$ cat config.mk
export PLATFORM = sky130hd
export DESIGN_NAME = sha256_message_hasher
export DESIGN_NICKNAME = d
export VERILOG_FILES = /design/src/hw/rtl/sha_pkg.sv /design/src/hw/rtl/sha_front.sv /design/src/hw/rtl/sha_core.sv /design/src/hw/rtl/sha256_message_hasher.sv
export SDC_FILE = /design/constraint.sdc
export NUM_CORES = 2
export LEC_CHECK = 0
export BUFFER_PORTS_ARGS = -buffer_cell sky130_fd_sc_hd__buf_4
export CAP_MARGIN = 15
export CORE_MARGIN = 5
export CORE_UTILIZATION = 40
export DETAILED_ROUTE_END_ITERATION = 10
export PLACE_DENSITY_LB_ADDON = 0.08
export SYNTH_ARGS = -nofsm -noshare
export SYNTH_HDL_FRONTEND = slang
export SYNTH_HIERARCHICAL = 1
export SYNTH_SLANG_ARGS = --single-unit
$ cat constraint.sdc
create_clock -name clk_i -period 17.9 [get_ports clk_i]
set_clock_uncertainty 0.05 [all_clocks]
set_input_delay 1.79 -clock clk_i [delete_from_list [all_inputs] [get_ports clk_i]]
set_output_delay 1.79 -clock clk_i [all_outputs]
set_load 0.05 [all_outputs]
$ cat src/hw/rtl/sha_pkg.sv
// SHA-256 hasher package: round constants, initial hash values, round functions.
// Used by the front end, the core and the top level; depends on nothing.
`default_nettype none
package sha_pkg;

  typedef struct packed {
    logic [7:0] msg_byte;
    logic       byte_present;
    logic       end_of_message;
  } req_t;

  typedef enum logic [2:0] {
    ST_LOAD, ST_PAD, ST_LEN, ST_COMP, ST_OUT
  } core_state_e;

  localparam int unsigned QueueDepth = 4;
  localparam int unsigned QueueAw    = $clog2(QueueDepth);

  localparam logic [7:0] PadByte = 8'h80;

  localparam logic [31:0] RoundK [64] = '{
    32'h428a2f98,32'h71374491,32'hb5c0fbcf,32'he9b5dba5,32'h3956c25b,32'h59f111f1,
    32'h923f82a4,32'hab1c5ed5,32'hd807aa98,32'h12835b01,32'h243185be,32'h550c7dc3,
    32'h72be5d74,32'h80deb1fe,32'h9bdc06a7,32'hc19bf174,32'he49b69c1,32'hefbe4786,
    32'h0fc19dc6,32'h240ca1cc,32'h2de92c6f,32'h4a7484aa,32'h5cb0a9dc,32'h76f988da,
    32'h983e5152,32'ha831c66d,32'hb00327c8,32'hbf597fc7,32'hc6e00bf3,32'hd5a79147,
    32'h06ca6351,32'h14292967,32'h27b70a85,32'h2e1b2138,32'h4d2c6dfc,32'h53380d13,
    32'h650a7354,32'h766a0abb,32'h81c2c92e,32'h92722c85,32'ha2bfe8a1,32'ha81a664b,
    32'hc24b8b70,32'hc76c51a3,32'hd192e819,32'hd6990624,32'hf40e3585,32'h106aa070,
    32'h19a4c116,32'h1e376c08,32'h2748774c,32'h34b0bcb5,32'h391c0cb3,32'h4ed8aa4a,
    32'h5b9cca4f,32'h682e6ff3,32'h748f82ee,32'h78a5636f,32'h84c87814,32'h8cc70208,
    32'h90befffa,32'ha4506ceb,32'hbef9a3f7,32'hc67178f2
  };

  localparam logic [31:0] InitH [8] = '{
    32'h6a09e667,32'hbb67ae85,32'h3c6ef372,32'ha54ff53a,
    32'h510e527f,32'h9b05688c,32'h1f83d9ab,32'h5be0cd19
  };

  function automatic logic [31:0] rotr(input logic [31:0] x, input int unsigned n);
    rotr = (x >> n) | (x << (32 - n));
  endfunction

  function automatic logic [31:0] ssig0(input logic [31:0] x);
    ssig0 = rotr(x, 7) ^ rotr(x, 18) ^ (x >> 3);
  endfunction

  function automatic logic [31:0] ssig1(input logic [31:0] x);
    ssig1 = rotr(x, 17) ^ rotr(x, 19) ^ (x >> 10);
  endfunction

  function automatic logic [31:0] bsig0(input logic [31:0] x);
    bsig0 = rotr(x, 2) ^ rotr(x, 13) ^ rotr(x, 22);
  endfunction

  function automatic logic [31:0] bsig1(input logic [31:0] x);
    bsig1 = rotr(x, 6) ^ rotr(x, 11) ^ rotr(x, 25);
  endfunction

endpackage
`default_nettype wire

$ cat src/hw/rtl/sha_front.sv
// Front end: accepts requests, drops empty ones, queues the rest.
// Depends on sha_pkg.
`default_nettype none
module sha_front (
  input  wire logic          clk_i,
  input  wire logic          rst_ni,
  input  wire logic          valid_i,
  output logic               stall_o,
  input  wire sha_pkg::req_t req_i,
  output logic               q_valid_o,
  input  wire logic          q_pop_i,
  output sha_pkg::req_t      q_req_o
);
  import sha_pkg::*;

  req_t                mem_q [QueueDepth];
  logic [QueueAw-1:0]  wp_q, rp_q;
  logic [QueueAw:0]    cnt_q;
  logic                push, pop;

  assign stall_o   = (cnt_q == (QueueAw+1)'(QueueDepth));
  assign push      = valid_i && !stall_o && (req_i.byte_present || req_i.end_of_message);
  assign q_valid_o = (cnt_q != '0);
  assign pop       = q_pop_i && q_valid_o;
  assign q_req_o   = mem_q[rp_q];

  always_ff @(posedge clk_i) begin
    if (push) mem_q[wp_q] <= req_i;
  end

  always_ff @(posedge clk_i or negedge rst_ni) begin
    if (!rst_ni) begin
      wp_q  <= '0;
      rp_q  <= '0;
      cnt_q <= '0;
    end else begin
      if (push) wp_q <= wp_q + QueueAw'(1);
      if (pop)  rp_q <= rp_q + QueueAw'(1);
      cnt_q <= cnt_q + (QueueAw+1)'(push) - (QueueAw+1)'(pop);
    end
  end
endmodule
`default_nettype wire

$ cat src/hw/rtl/sha_core.sv
// Back end: byte loader into the message schedule, padding sequencer,
// one-round-per-cycle compression, digest output. Depends on sha_pkg.
`default_nettype none
module sha_core (
  input  wire logic          clk_i,
  input  wire logic          rst_ni,
  input  wire logic          q_valid_i,
  output logic               q_pop_o,
  input  wire sha_pkg::req_t q_req_i,
  output logic               valid_o,
  input  wire logic          stall_i,
  output logic [31:0]        digest_word_o,
  output logic [2:0]         word_index_o,
  output logic               last_word_o
);
  import sha_pkg::*;

  core_state_e state_q, state_d;
  logic [31:0] h_q [8];
  logic [31:0] v_q [8];
  logic [31:0] w_q [16];
  logic [5:0]  fill_q, fill_d;
  logic [63:0] bits_q, bits_d;
  logic [5:0]  rnd_q;
  logic        fin_q, fin_d;
  logic        lastblk_q, lastblk_d;
  logic        pad_pend_q;
  logic [2:0]  oidx_q;

  logic        wr_en;
  logic [7:0]  wr_data;
  logic        start;

  logic [31:0] wt, t1, t2, wn;

  always_comb begin
    wn = w_q[0] + ssig0(w_q[1]) + w_q[9] + ssig1(w_q[14]);
    wt = w_q[0];
    t1 = v_q[7] + bsig1(v_q[4]) + ((v_q[4] & v_q[5]) ^ (~v_q[4] & v_q[6]))
         + RoundK[rnd_q] + wt;
    t2 = bsig0(v_q[0]) + ((v_q[0] & v_q[1]) ^ (v_q[0] & v_q[2]) ^ (v_q[1] & v_q[2]));
  end

  always_comb begin
    state_d   = state_q;
    fill_d    = fill_q;
    bits_d    = bits_q;
    fin_d     = fin_q;
    lastblk_d = lastblk_q;
    q_pop_o   = 1'b0;
    wr_en     = 1'b0;
    wr_data   = q_req_i.msg_byte;
    start     = 1'b0;
    unique case (state_q)
      ST_LOAD: begin
        if (q_valid_i) begin
          q_pop_o = 1'b1;
          fin_d   = q_req_i.end_of_message;
          if (q_req_i.byte_present) begin
            wr_en  = 1'b1;
            bits_d = bits_q + 64'd8;
            fill_d = fill_q + 6'd1;
            if (fill_q == 6'd63) begin
              lastblk_d = 1'b0;
              start     = 1'b1;
              state_d   = ST_COMP;
            end else if (q_req_i.end_of_message) begin
              state_d = ST_PAD;
            end
          end else begin
            state_d = ST_PAD;
          end
        end
      end
      ST_PAD: begin
        wr_en   = 1'b1;
        wr_data = fin_q ? PadByte : 8'h00;
        fin_d   = 1'b0;
        fill_d  = fill_q + 6'd1;
        if (fill_q == 6'd63) begin
          lastblk_d = 1'b0;
          start     = 1'b1;
          state_d   = ST_COMP;
        end else if (fill_q == 6'd55) begin
          state_d = ST_LEN;
        end
      end
      ST_LEN: begin
        wr_en   = 1'b1;
        wr_data = bits_q[{~fill_q[2:0], 3'b000} +: 8];
        fill_d  = fill_q + 6'd1;
        if (fill_q == 6'd63) begin
          lastblk_d = 1'b1;
          start     = 1'b1;
          state_d   = ST_COMP;
        end
      end
      ST_COMP: begin
        if (rnd_q == 6'd63) begin
          if (lastblk_q) state_d = ST_OUT;
          else if (pad_pend_q) state_d = ST_PAD;
          else state_d = ST_LOAD;
        end
      end
      ST_OUT: begin
        if (!stall_i && oidx_q == 3'd7) begin
          state_d = ST_LOAD;
          bits_d  = '0;
        end
      end
      default: state_d = ST_LOAD;
    endcase
  end

  always_ff @(posedge clk_i) begin
    if (state_q == ST_COMP) begin
      v_q[7] <= v_q[6]; v_q[6] <= v_q[5]; v_q[5] <= v_q[4];
      v_q[4] <= v_q[3] + t1;
      v_q[3] <= v_q[2]; v_q[2] <= v_q[1]; v_q[1] <= v_q[0];
      v_q[0] <= t1 + t2;
      for (int i = 0; i < 15; i++) w_q[i] <= w_q[i+1];
      w_q[15] <= wn;
    end else begin
      if (wr_en) begin
        for (int i = 0; i < 15; i++) w_q[i] <= {w_q[i][23:0], w_q[i+1][31:24]};
        w_q[15] <= {w_q[15][23:0], wr_data};
      end
      if (start)
        for (int i = 0; i < 8; i++) v_q[i] <= h_q[i];
    end
  end

  always_ff @(posedge clk_i or negedge rst_ni) begin
    if (!rst_ni) begin
      state_q    <= ST_LOAD;
      fill_q     <= '0;
      bits_q     <= '0;
      fin_q      <= 1'b0;
      lastblk_q  <= 1'b0;
      pad_pend_q <= 1'b0;
      rnd_q      <= '0;
      oidx_q     <= '0;
      for (int i = 0; i < 8; i++) h_q[i] <= InitH[i];
    end else begin
      state_q   <= state_d;
      fill_q    <= fill_d;
      bits_q    <= bits_d;
      fin_q     <= fin_d;
      lastblk_q <= lastblk_d;
      if (start) pad_pend_q <= (state_q == ST_PAD) || (state_q == ST_LOAD && fin_d);
      if (state_q == ST_COMP) begin
        rnd_q <= rnd_q + 6'd1;
        if (rnd_q == 6'd63) begin
          h_q[0] <= h_q[0] + t1 + t2;
          h_q[1] <= h_q[1] + v_q[0];
          h_q[2] <= h_q[2] + v_q[1];
          h_q[3] <= h_q[3] + v_q[2];
          h_q[4] <= h_q[4] + v_q[3] + t1;
          h_q[5] <= h_q[5] + v_q[4];
          h_q[6] <= h_q[6] + v_q[5];
          h_q[7] <= h_q[7] + v_q[6];
        end
      end
      if (state_q == ST_OUT && !stall_i) begin
        oidx_q <= oidx_q + 3'd1;
        if (oidx_q == 3'd7)
          for (int i = 0; i < 8; i++) h_q[i] <= InitH[i];
      end
    end
  end

  assign valid_o       = (state_q == ST_OUT);
  assign digest_word_o = h_q[oidx_q];
  assign word_index_o  = oidx_q;
  assign last_word_o   = (oidx_q == 3'd7);
endmodule
`default_nettype wire

$ cat src/hw/rtl/sha256_message_hasher.sv
// SHA-256 message hasher top level: front queue feeding the compression core.
// Depends on sha_pkg, sha_front, sha_core.
//
// Input channel: valid_i/stall_o with msg_byte_i, byte_present_i,
// end_of_message_i. Items with neither flag set are dropped at the front.
// Output channel: valid_o/stall_i with digest_word_o, word_index_o,
// last_word_o; eight words per end item, word 0 first.
// Each byte is shifted into the message schedule; every 64th byte starts a
// compression (one round per cycle on the single round unit). An end item
// pads one byte per cycle up to the block end, compresses (a second block
// when 56+ bytes were held), shows eight words, one per unstalled cycle.
// A four-entry queue takes requests while the core compresses, until full.
// Reset loads the initial hash values, empties the queue and clears the
// byte and bit counts.
// While stall_i is high the current word holds and the core waits.
`default_nettype none
module sha256_message_hasher (
  input  wire logic        clk_i,
  input  wire logic        rst_ni,
  input  wire logic        valid_i,
  output logic             stall_o,
  input  wire logic [7:0]  msg_byte_i,
  input  wire logic        byte_present_i,
  input  wire logic        end_of_message_i,
  output logic             valid_o,
  input  wire logic        stall_i,
  output logic [31:0]      digest_word_o,
  output logic [2:0]       word_index_o,
  output logic             last_word_o
);
  import sha_pkg::*;

  req_t req, q_req;
  logic q_valid, q_pop;

  assign req = '{msg_byte: msg_byte_i, byte_present: byte_present_i,
                 end_of_message: end_of_message_i};

  sha_front u_front (
    .clk_i, .rst_ni, .valid_i, .stall_o, .req_i(req),
    .q_valid_o(q_valid), .q_pop_i(q_pop), .q_req_o(q_req)
  );

  sha_core u_core (
    .clk_i, .rst_ni, .q_valid_i(q_valid), .q_pop_o(q_pop), .q_req_i(q_req),
    .valid_o, .stall_i, .digest_word_o, .word_index_o, .last_word_o
  );
endmodule
`default_nettype wire

After elaboration in Yosys (flattened, before gate mapping)
Memories as Yosys holds them, arrays and structs flattened.
Index checks and enable logic that the tools add are counted.
{ "word_totals": {"romBits": 2048, "ff_bits": 348, "out_inout_bits": 38, "elab_cells": 224, "inputBits": 14, "ram_bits": 808, "mem_count": 4} }
{ "mem_list": {"columns": ["memory", "depth", "word_bits", "read_ports", "rd_clocked_by_memory_dff", "write_ports", "line", "rtl"], "rows": [
  ["(name not given)", 64, 32, 1, 0, 0, "sha_core.sv:40", "+ RoundK[rnd_q] + wt;"],
  ["u_core.w_q", 16, 32, 16, 0, 16, "sha_core.sv:21", "logic [31:0] w_q [16];"],
  ["u_core.v_q", 8, 32, 8, 0, 8, "sha_core.sv:20", "logic [31:0] v_q [8];"],
  ["u_front.mem_q", 4, 10, 1, 0, 1, "sha_front.sv:16", "req_t mem_q [QueueDepth];"]
]} }
{ "classes": {"eq_ne": 16, "reduce_logical": 20, "n_shift": 1, "n_addsub": 28, "n_mux": 80, "bitwise": 54, "n_lt_le_gt_ge": 2} }
{ "ops": {"columns": ["cell", "count"], "rows": [
  ["256-bit two-way mux", 4],
  ["32-bit two-way mux", 28],
  ["32-bit adder", 20],
  ["32-bit bitwise XOR", 9],
  ["64-bit two-way mux", 3],
  ["32-bit bitwise AND", 5],
  ["64-bit one-hot mux with 2 select lines", 1],
  ["32-bit binary-select mux with 3-bit select", 1],
  ["64-bit by 4-bit adder with 64-bit output, second input constant", 1],
  ["64-bit by 7-bit indexed part select with 8-bit output", 1],
  ["32-bit inverter", 1],
  ["10-bit by 32-bit OR with 32-bit output", 1],
  ["13-bit by 32-bit OR with 32-bit output", 1],
  ["14-bit by 32-bit OR with 32-bit output", 1],
  ["15-bit by 32-bit OR with 32-bit output", 1],
  ["19-bit by 32-bit OR with 32-bit output", 1],
  ["21-bit by 32-bit OR with 32-bit output", 1],
  ["25-bit by 32-bit OR with 32-bit output", 1],
  ["26-bit by 32-bit OR with 32-bit output", 1],
  ["30-bit by 32-bit OR with 32-bit output", 1],
  ["7-bit by 32-bit OR with 32-bit output", 1],
  ["32-bit by 22-bit bitwise XOR with 32-bit output", 1],
  ["32-bit by 29-bit bitwise XOR with 32-bit output", 1],
  ["3-bit two-way mux", 10],
  ["37 further kinds", 105]
]} }

Longest topological paths before layout
An unclocked memory read counts as a cell.
{ "logic_depth": {"ltp_word": 14, "ltp_mapped": 40, "ltp_nobuf": 39} }

Cells and area by module
Netlist, hierarchy kept.
{ "by_module_without_submodules": {"columns": ["mod", "cells_per_inst", "seq_area_each_um2", "n_inst", "area_each_um2"], "rows": [
  ["sha_core", 8526, 31690.4, 1, 78042.3],
  ["sha_front", 88, 1376.3, 1, 1880.6]
]} }

Worst setup path after synthesis
OpenSTA, ideal clock, no wires.
{ "synth_timing": {"kind": "register to register", "from": "register u_front.rp_q[0]", "to": "memory u_core.w_q[0][0], enable pin", "period_less_slack_ps": 14270, "path_buffers": 4, "arrival_ps": 10588, "setup_time_ps": 3632, "setup_slack_ps": 3630, "path_stages_with_launch": 9, "required_time_ps": 14218, "path_cell_list": "dfrtp_1 buf_6 mux4_2 nand2_1 and2_1 clkbuf_1 clkbuf_1 clkbuf_1 nand2_1"} }
{ "synth_lines": {"columns": ["element", "line", "rtl"], "rows": [
  ["start: declaration", "sha_front.sv:17", "logic [QueueAw-1:0] wp_q, rp_q;"],
  ["start signal: assignment", "sha_front.sv:38", "if (pop) rp_q <= rp_q + QueueAw'(1);"],
  ["end: declaration", "sha_core.sv:21", null]
]} }

Worst setup path in the final report
{ "layout_timing": {"from": "register u_core.rnd_q[0]", "to": "register u_core/h_q[255] in the netlist's numbering"} }
{ "layout_via": {"elab_chain_cells": 12, "word_cells_on_any_way": 13, "classes_between": "add/sub (4); eq/ne (1); mux (6); bitwise (1); memory (1)"} }
{ "layout_rtl": {"columns": ["element", "line", "rtl"], "rows": [
  ["start: declaration", "sha_core.sv:24", "logic [5:0] rnd_q;"],
  ["start signal: assignment", "sha_core.sv:152", "rnd_q <= rnd_q + 6'd1;"],
  ["6-bit inverter with 7-bit output (implied by the code)", "sha_core.sv:40", null],
  ["memory read 64 x 32 bit", null, null],
  ["32-bit two-way mux (implied by the code) (2 in a row)", "sha_core.sv:40", null],
  ["32-bit adder (2 in a row)", "sha_core.sv:40", null],
  ["32-bit adder (2 in a row)", "sha_core.sv:154", "h_q[0] <= h_q[0] + t1 + t2;"],
  ["256-bit two-way mux (*)", "sha_core.sv:153", "if (rnd_q == 6'd63) begin"],
  ["256-bit two-way mux (*)", "sha_core.sv:151", "if (state_q == ST_COMP) begin"],
  ["256-bit two-way mux", "sha_core.sv:166", "if (oidx_q == 3'd7)"],
  ["256-bit two-way mux (*)", "sha_core.sv:164", "if (state_q == ST_OUT && !stall_i) begin"],
  ["end: declaration", "sha_core.sv:19", "logic [31:0] h_q [8];"]
]} }
Every way passes the cells marked *; elsewhere a longest branch is shown, timed or not. The select of a mux whose other input is x is not followed.
A chain may end at the register's enable or synchronous reset.

==> out/metrics.csv <==
stage,metric,value,unit
run_status,status,completed,
run,drv_cap,0,
clock_network,cts.sinks,1153,
floorplan,core_area,199200,um^2
critical_path,path_common_cell,o21ai_0,
clock_network,hold_buffers,0,
placement,port-buffer-count,51,
floorplan,die_w,457,um
logic_synthesis,synth-seq-cells,1153,
sta,tightestPinTransition,1253,ps
sta,setup_ws,6917,ps
placement,routabilityCongestion,0.9255,
worst_hold_path,hold_end,u_core/fill_q[5],
cells_and_area,fin_util,43.98,%
critical_path,crit_path_end_kind,register,
clock_network,insertion_delay,790,ps
clock_network,cts_tree,yes,
logic_synthesis,avgSynthCellArea,9.278,um^2
logic_synthesis,yosysWarnings,6,
logic_synthesis,ys_seq_area_share,41.37,%
critical_path,crit_slowest_cell,dfrtp_1,
logic_synthesis,syn_nets,9257,
routing,drt-vias-per-instance,5.549,
routing,final_antenna_net_count,0,
routing,drt_wl_total,265200,um
global_routing,grt.overflow.total,0,
critical_path,worstRegToRegCells,30,
critical_path,r2r_start,u_core/rnd_q[0],
critical_path,cp_max_fo,23,
critical_path,max_stage_delay,910,ps
critical_path,cp.required,18500,ps
routing,wl_per_cell,23.67,um
routing,drt-initial-drc-count,5752,
sta,period_share,61.36,%
critical_path,path_delay_family,compound AO/OA/AOI/OAI gates,
worst_hold_path,min_from,u_core/fill_q[5],
routing,drc_errors,0,
cells_and_area,final_cells,11200,
sta,rsz0062_at_grt,no,
clock_network,cts_resized,0,
critical_path,path_class,register to register,
clock_network,cts_buffers,147,
critical_path,crit_arrival,11580,ps
logic_synthesis,ys.flop_type,edfxtp_1,
clock_network,cts_setup_buffers,0,
sta,finalCriticalPeriod,10980,ps
placement,dpl.hpwl,193300,um
critical_path,timing.rr.end,u_core/h_q[255],
critical_path,critPathBufInv,2,
placement,dpl.cell_count,10930,
clock_network,clockBufferDepth,3,
sta,timing.fmax,0.09105,GHz
critical_path,start_kind,register,
routing,vias,62170,
floorplan,die_h,457,um
placement,post-place-ws,7047,ps
floorplan,num_rows,164,
sta,fin_setup_tns,0,ps
floorplan,start_util,40.11,%
logic_synthesis,netlist-cell-type-count,117,
floorplan,die_area,208800,um^2
logic_synthesis,syn_inst,8614,
sta,hold_viol,0,
clock_network,clkTransAtPathRegs,70,ps
cells_and_area,area_growth,9.634,%
sta,slew_headroom,16.49,%
cells_and_area,drive_gt1_share,8.941,%
logic_synthesis,syn_area,79920,um^2
global_routing,grt_max_degree,188,
global_routing,antenna_found_initial,8,
cells_and_area,nets,9063,
critical_path,r2r_slack,6920,ps
routing,first_pass_iters,9,
global_routing,grt_pass1_vias,60190,
global_routing,grt_pass1_wl,393800,um
worst_hold_path,hold_depth,1,
floorplan,io_pins,52,
sta,maxSlewViolCount,0,
logic_synthesis,synth-edff-count,808,
logic_synthesis,synthArstFlopShare,29.92,%
clock_network,cts-root-buf,clkbuf_16,
clock_network,htree_levels,4,
sta,setup_violations,0,
global_routing,grt_usage,24.71,%
worst_hold_path,hp-class,register to register,
==> synth_stat cells (13+ instances only) <==
library cell / count / area, um^2
xnor2_1: 455 / 3985
nor4_1: 16 / 100.1
or2_2: 20 / 125.1
o311ai_0: 13 / 113.9
nor3_1: 101 / 505.5
maj3_1: 59 / 590.6
a211oi_1: 51 / 382.9
nand4_1: 23 / 143.9
o21ai_0: 362 / 1812
clkbuf_1: 436 / 1637
a311oi_1: 16 / 140.1
and3_1: 49 / 306.5
nor2b_1: 44 / 275.3
o21bai_1: 51 / 382.9
mux4_2: 93 / 2095
or3_1: 62 / 387.9
o31ai_1: 30 / 225.2
mux2i_1: 36 / 360.4
fa_1: 221 / 4424
nand2_1: 2562 / 9617
dfstp_2: 136 / 3573
o21a_1: 53 / 397.9
dfrtp_1: 209 / 5230
nor2_1: 349 / 1310
edfxtp_1: 808 / 24260
inv_1: 345 / 1295
a21boi_0: 17 / 127.6
nand2b_1: 57 / 356.6
a21o_1: 125 / 938.4
xor2_1: 205 / 1795
o211ai_1: 112 / 840.8
nand3_1: 117 / 585.6
and2_1: 34 / 212.7
buf_1: 34 / 127.6
a31oi_1: 50 / 312.8
ha_1: 408 / 5105
o21ai_1: 20 / 100.1
a21oi_1: 507 / 2537
mux2_2: 61 / 686.9
==> cells in the final DEF, fill, tap and decap left out, drive strengths merged, types with 18 or more instances in the layout <==
cell	synthesis	layout
a211oi	55	55
a21boi	22	22
a21o	127	127
a21oi	509	509
a31oi	50	50
and2	39	39
and3	49	49
buf	42	135
bufinv	1	18
clkbuf	436	190
clkinv	1	56
dfrtp	209	209
dfstp	136	136
edfxtp	808	808
fa	221	221
ha	408	408
inv	348	354
maj3	62	62
mux2	63	63
mux2i	36	36
mux4	93	93
nand2	2562	2562
nand2b	57	57
nand3	117	117
nand4	23	23
nor2	353	353
nor2b	44	44
nor3	104	104
o211ai	117	117
o21a	54	54
o21ai	384	384
o21bai	51	51
o31ai	30	30
or2	27	27
or3	63	63
xnor2	458	458
xor2	206	206
==> registers in the layout, summed over array words and instances, names as in the netlist <==
register             flops
u_core/bits_q           61
u_core/fill_q            6
u_core/fin_q             1
u_core/h_q             256
u_core/lastblk_q         1
u_core/pad_pend_q        1
u_core/rnd_q             6
u_core/state_q           3
u_core/v_q             256
u_core/w_q             512
u_core/word_index_o      3
u_front/cnt_q            3
u_front/mem_q           40
u_front/rp_q             2
u_front/wp_q             2
==> worst max-delay path by stage <==
| stage | from | to | slack, ps | cells after the start |
|---|---|---|---|---|
| 6_report | u_core/rnd_q[0] | u_core/h_q[255] | 6920 | 30 |
| 5_1_grt | u_core/rnd_q[0] | u_core/h_q[255] | 6440 | 30 |
| 4_1_cts | u_core/rnd_q[0] | u_core/h_q[255] | 6990 | 30 |
| 3_5_place_dp | u_core/rnd_q[0] | u_core/h_q[255] | 7050 | 30 |
| 3_3_place_gp | u_core/rnd_q[0] | u_core/h_q[255] | 6970 | 30 |
| 2_1_floorplan | u_front/rp_q[0] | u_core/w_q[0][0] | 3630 | 8 |
==> per-stage QoR <==
step,area [um^2],hold WS (ps)
3_5_place_dp,82610,412.4
2_1_floorplan,79920,384.8
4_1_cts,87620,424.3
5_1_grt,87620,452.1
6_report,87620,420.9
3_3_place_gp,82610,405.2
==> area by class of cell <==
cell class / count / area (um^2)
Clock buffer: 190 / 3981
Sequential cell: 1153 / 33080
Timing Repair Buffer: 135 / 1084
Multi-Input combinational cell: 6633 / 43790
Inverter: 350 / 1328
Antenna cell: 3 / 7.507
Tap cell: 2656 / 3323
Fill cell: 19270 / 111600
Clock inverter: 84 / 1023
==> layer usage <==
metal	GRT usage [%]	vias to the layer above	wire length, um
li1	-	29280	-
met1	36.89	30890	127100
met2	37.39	1672	115800
met3	3.116	333	13540
met4	7.678	2	8809
met5	0	-	7
==> kinds of logic after synthesis <==
| logic type | synth area share [%] |
|---|---|
| and+or+nand+nor | 18.20 |
| AOI/OAI and AO/OA | 12.46 |
| DFF | 41.37 |
| buffers and inverters | 3.934 |
| adders and majority gates | 12.70 |
| xor gates and xnor gates | 7.356 |
| muxes | 3.969 |
Power is not shown: default switching activity piles up to over one toggle a cycle in this logic, so the estimate is an artifact.
